[src/sv/scrb_pkg.sv]
// ----------------------------------------------------------------------------
// scrb_pkg
// Shared constants, command codes and stage control type for the style color
// resolve and blend unit.
// ----------------------------------------------------------------------------
package scrb_pkg;

  // Default number of fraction bits in the blend ratios
  localparam int unsigned RATIO_FRAC_BITS_DEF = 16;

  // Color channels that go through the divider (red, green, blue)
  localparam int unsigned NUM_CHAN = 3;

  // Quotient bits per channel: eight result bits plus one saturation bit
  localparam int unsigned QUO_BITS = 9;

  // Pipeline depth: multiply/sum front end, one stage per quotient bit, output
  localparam int unsigned FRONT_STAGES = 4;
  localparam int unsigned LATENCY      = FRONT_STAGES + QUO_BITS + 1;

  // Command codes; any code from CMD_BLEND upward blends
  localparam logic [1:0] CMD_NUMERIC = 2'd0;
  localparam logic [1:0] CMD_CURRENT = 2'd1;
  localparam logic [1:0] CMD_BLEND   = 2'd2;

  // Control that travels with each item down the pipeline
  typedef struct packed {
    logic        vld;        // stage holds an item
    logic        blend;      // item takes the blended result
    logic        zero;       // weighted alpha is zero, result is all zeros
    logic [7:0]  alpha;      // blended output alpha
    logic [31:0] pass_rgba;  // color passed through for the non-blend commands
  } scrb_ctrl_t;

endpackage

[src/sv/scrb_div_step.sv]
// ----------------------------------------------------------------------------
// scrb_div_step
// One registered restoring-division step: resolves one quotient bit for each
// color channel.
// ----------------------------------------------------------------------------
module scrb_div_step
  import scrb_pkg::*;
#(
  parameter int unsigned RATIO_FRAC_BITS = RATIO_FRAC_BITS_DEF,
  parameter int unsigned BIT_IDX         = 0
) (
  input  logic                                      clk_i,
  input  logic                                      rst_ni,
  input  scrb_ctrl_t                                ctrl_i,
  input  logic [NUM_CHAN-1:0][RATIO_FRAC_BITS+19:0] num_i,
  input  logic [RATIO_FRAC_BITS+19:0]               den_i,
  input  logic [NUM_CHAN-1:0][QUO_BITS-1:0]         quo_i,
  output scrb_ctrl_t                                ctrl_o,
  output logic [NUM_CHAN-1:0][RATIO_FRAC_BITS+19:0] num_o,
  output logic [RATIO_FRAC_BITS+19:0]               den_o,
  output logic [NUM_CHAN-1:0][QUO_BITS-1:0]         quo_o
);

  localparam int unsigned NUMW = RATIO_FRAC_BITS + 20;

  scrb_ctrl_t                        ctrl_q;
  logic [NUMW-1:0]                   dsh;
  logic [NUM_CHAN-1:0]               ge;
  logic [NUM_CHAN-1:0][NUMW-1:0]     num_d, num_q;
  logic [NUMW-1:0]                   den_q;
  logic [NUM_CHAN-1:0][QUO_BITS-1:0] quo_d, quo_q;

  // Compare against the shifted divisor and subtract on a hit
  always_comb begin
    dsh = den_i << BIT_IDX;
    for (int c = 0; c < NUM_CHAN; c++) begin
      ge[c]             = (num_i[c] >= dsh);
      num_d[c]          = ge[c] ? (num_i[c] - dsh) : num_i[c];
      quo_d[c]          = quo_i[c];
      quo_d[c][BIT_IDX] = ge[c];
    end
  end

  // Advance control
  always_ff @(posedge clk_i or negedge rst_ni) begin
    if (!rst_ni) begin
      ctrl_q <= '0;
    end else begin
      ctrl_q <= ctrl_i;
    end
  end

  // Advance datapath
  always_ff @(posedge clk_i) begin
    num_q <= num_d;
    den_q <= den_i;
    quo_q <= quo_d;
  end

  assign ctrl_o = ctrl_q;
  assign num_o  = num_q;
  assign den_o  = den_q;
  assign quo_o  = quo_q;

endmodule

[config.mk]
export PLATFORM = sky130hd
export DESIGN_NAME = scrb_div_step
export DESIGN_NICKNAME = d
export VERILOG_FILES = /design/src/sv/scrb_pkg.sv /design/src/sv/scrb_div_step.sv
export SDC_FILE = /design/constraint.sdc
export NUM_CORES = 1
export LEC_CHECK = 0
export BUFFER_PORTS_ARGS = -buffer_cell sky130_fd_sc_hd__buf_2
export CORE_AREA = 2 2 168 170
export DETAILED_ROUTE_END_ITERATION = 8
export DIE_AREA = 0 0 170 172
export PLACE_DENSITY = 0.78
export SLEW_MARGIN = 25
export SYNTH_ARGS = -nofsm -noshare
export SYNTH_HDL_FRONTEND = slang
export SYNTH_SLANG_ARGS = --single-unit
[constraint.sdc]
create_clock -name clk_i -period 0.8 [get_ports clk_i]
set_input_delay 0.04 -clock clk_i [delete_from_list [all_inputs] [get_ports clk_i]]
set_output_delay 0.04 -clock clk_i [all_outputs]
set_load 0.01 [all_outputs]
==> run_results.csv <==
group,metric,value,unit
outcome,run_status,"finished with violations",
outcome,violations,"negative hold slack, negative setup slack",
synthesis,synth_cell_types,79,
timing,fin_crit_sh,320.4,%
timing,setup_violations,325,
timing,max_freq,390.2,MHz
placement,dpl_cell_area,0.01786,mm2
placement,gp_congestion,0.9576,
synthesis,synth_top_area_share,27.95,%
die,fp.dieW,170,um
timing,fin_crit,2.563,ns
die,coreArea,0.02748,mm2
power,max-vdd-ir-drop,1.699,mV
synthesis,synthesis.area,0.01225,mm2
finish,nets,2593,
worst_setup_path,worstPathRequired,1.31,ns
grt,grt_pass1_vias,15100,
min_path,hold_depth,3,
synthesis,synth_edf_count,0,
finish,drive_gt1_share,54.27,%
worst_setup_path,slowest_stage,"xnor2_1",
die,ios,430,
worst_setup_path,path_buf_inv,3,
run,maxCapViolCount,0,
min_path,worstHoldPathType,"input port to flip-flop",
finish,area_growth,88.30,%
finish,fillers,1349,
finish,stdcell_area,0.02306,mm2
finish,multiInputGateArea,0.008036,mm2
worst_setup_path,cp-start-kind,"input port",
synthesis,synthCells,1233,
grt,grt_max_degree,44,
placement,dp_hpwl,36760,um
synthesis,synthTopCellsByArea,"dfxtp_1 28%, ha_1 11%, dfrtp_1 8.8%",
die,num_rows,61,
worst_setup_path,worstPathMaxFanout,4,
worst_setup_path,path_delay_family,"compound AO/OA/AOI/OAI gates",
routing,drc,0,
synthesis,syn_avg_cell_area,9.932,um2
worst_setup_path,path_class,"input port to flip-flop",
routing,vias,15420,
timing,holdWs,-0.2537,ns
clocking,clkTransAtPathRegs,0.07,ns
worst_setup_path,critPathCaptureType,"flip-flop",
finish,seqCellArea,0.004673,mm2
clocking,cts_root_buffer,"clkbuf_16",
min_path,hold_path_end,"num_o[72]$_DFF_P_",
synthesis,synth_top_cell_by_area,"dfxtp_1",
routing,ant_nets,0,
routing,wl_per_cell,24.82,um
clocking,cts_buffers,25,
timing,relSlewSlack,50.61,%
grt,grt_pass1_wl,83390,um
clocking,cts_tree,"built",
timing,finalWorstSetupSlack,-1.763,ns
die,chipHeight,172,um
die,die_area,0.02924,mm2
worst_setup_path,cp_cell_sequence,"buf_2 -> inv_1 -> ha_1 -> nor2b_1 -> o211ai_1 -> a31oi_1 -> buf_4 -> a21oi_1 -> o21ai_0 -> a31oi_2 -> o211a_1 -> xnor2_1 -> mux2_4",
synthesis,ys_seq_elements,214,
routing,drt_wl_total,65830,um
synthesis,synth_ff_type,"dfxtp_1",
timing,finalHoldViolCount,3,
grt,overflow,0,
timing,tightest_slew,0.7356,ns
placement,place_inst,2336,
clocking,clock_sinks,214,
clocking,cts_buffer_depth,3,
synthesis,yosysWarningCount,0,
grt,grt_antenna_before_repair,20,
synthesis,ys_seq_area_share,36.74,%
worst_setup_path,critical_path.max_stage_delay,0.50,ns
routing,drtIter0Drc,1749,
grt,track_usage,37.21,%
timing,rsz0062_at_grt,"yes",
finish,fin_cells,2652,
die,start_util,44.57,%
routing,dr.pass1.iters,6,
synthesis,synth.net_count,1560,
timing,drv_slew,0,
worst_setup_path,arrival,3.07,ns
synthesis,async_reset_ff_share,20.09,%
routing,vias_per_cell,5.814,
power,cellLeakagePower,0.01131,uW
power,p_per_area,1862,mW/mm2
clocking,ctsHtreeMaxLevel,1,
placement,numPortBuffers,426,
min_path,hold_start,"num_i[72]",
logic make-up after synthesis:
| family | after synthesis | share of synthesized area, % |
|---|---|---|
| DFF | 214 | 36.74 |
| adders and majority gates | 111 | 11.52 |
| AOI/OAI and AO/OA | 339 | 18.44 |
| and+or+nand+nor | 255 | 10.36 |
| muxes | 111 | 11.75 |
| buffers and inverters | 110 | 4.536 |
| xor gates and xnor gates | 93 | 6.651 |
report_power, final:
part | switching [uW] | internal [uW]
logic | 7900 | 9370
clock network | 5370 | 7260
registers | 869 | 12200
placed cells by master, fill, tap and decap left out, types with 7 or more instances in the layout:
| cell | n |
|---|---|
| a21oi_2 | 10 |
| a21o_1 | 61 |
| xnor2_1 | 59 |
| dfrtp_1 | 43 |
| ha_4 | 31 |
| a31oi_1 | 17 |
| mux2_4 | 94 |
| clkinvlp_4 | 7 |
| buf_6 | 154 |
| buf_4 | 380 |
| nand3_1 | 21 |
| o21a_1 | 10 |
| o21ai_1 | 9 |
| a211oi_1 | 10 |
| buf_12 | 12 |
| dfxtp_2 | 121 |
| dlygate4sd3_1 | 209 |
| nand2b_1 | 15 |
| o21ai_0 | 39 |
| diode_2 | 21 |
| a21oi_1 | 93 |
| clkbuf_16 | 30 |
| and3_1 | 13 |
| inv_2 | 7 |
| inv_1 | 46 |
| nand2_1 | 70 |
| o21bai_1 | 12 |
| nor2_1 | 56 |
| mux2i_1 | 9 |
| nor3_1 | 11 |
| xor2_1 | 34 |
| dfxtp_1 | 44 |
| buf_8 | 10 |
| ha_1 | 75 |
| buf_2 | 278 |
| nor2b_1 | 11 |
| nand4_1 | 18 |
Yosys cell counts (4+ instances only):
library cell	count
a211o_1	6
a211oi_1	12
a21o_1	61
a21oi_1	103
a31oi_1	20
and2_1	4
and3_1	15
and4_1	4
buf_2	7
buf_4	8
buf_6	7
clkbuf_1	17
dfrtp_1	43
dfxtp_1	171
ha_1	108
inv_1	66
mux2_2	43
mux2_4	54
mux2i_1	11
nand2_1	73
nand2b_1	17
nand3_1	23
nand4_1	18
nor2_1	58
nor2b_1	13
nor3_1	11
o211ai_1	4
o21a_1	10
o21ai_0	44
o21ai_1	8
o21bai_1	12
o221ai_1	4
o31a_1	4
o31ai_1	9
or2_2	4
xnor2_1	59
xor2_1	34
per-layer routing:
layer | global-route usage, % | part of all wire, % | vias to the layer above
met5 | 0 | 0.23 | -
met4 | 26.50 | 10 | 12
met3 | 10.57 | 11 | 490
met2 | 65.79 | 46 | 1134
met1 | 38.02 | 33 | 7234
li1 | - | - | 6548
what timing repair did:
item	4_1_cts	5_1_grt
gates resized for setup	212	240
gates cloned	5	4
pin swaps	13	41
endpoints found under the hold margin	254	4
endpoints found under the setup margin	325	325
hold buffers	208	1
buffers inserted	22	18
flip-flops by register name, summed over array words and instances, names as in the netlist:
signal and count:
ctrl_o 43, quo_o 27, num_o 108, den_o 36
per-stage QoR:
stage               util [%]  setup TNS (ns)  power (uW)  hold slack, ns  setup WS (ns)
finish                 83.93         -237.39       42950         -0.2537         -1.763
global route           83.81         -247.83       44310         -0.2560         -1.967
CTS                    79.83         -227.57       40310         -0.2635         -1.644
detailed placement     65.00         -241.98       25460         0.03017         -2.252
global placement       65.00         -236.61       25290         0.01949         -2.187
floorplan                  -         -195.26       19740         -0.2556         -1.836
worst max path at each step:
stage / start / end / slack [ns] / depth (start not counted)
final: den_i[1] / num_o[103]$_DFF_P_ / -1.76 / 13
after global routing: den_i[1] / num_o[103]$_DFF_P_ / -1.97 / 13
after CTS: den_i[15] / num_o[48]$_DFF_P_ / -1.64 / 14
after detailed placement: den_i[0] / num_o[35]$_DFF_P_ / -2.25 / 14
after global placement: den_i[15] / num_o[48]$_DFF_P_ / -2.19 / 14
after floorplan: num_i[0] / num_o[18]$_DFF_P_ / -1.84 / 13
area by class of cell:
| type | count | area share (%) |
|---|---|---|
| antenna | 21 | 0.2279 |
| inverter | 66 | 1.487 |
| multi-input combinational | 909 | 34.85 |
| tap | 346 | 1.877 |
| sequential | 214 | 20.26 |
| timing repair buffer | 1050 | 37.48 |
| clock inverter | 15 | 0.7813 |
| clock buffer | 31 | 3.033 |
No activity file was read; power rests on OpenSTA's default activity.
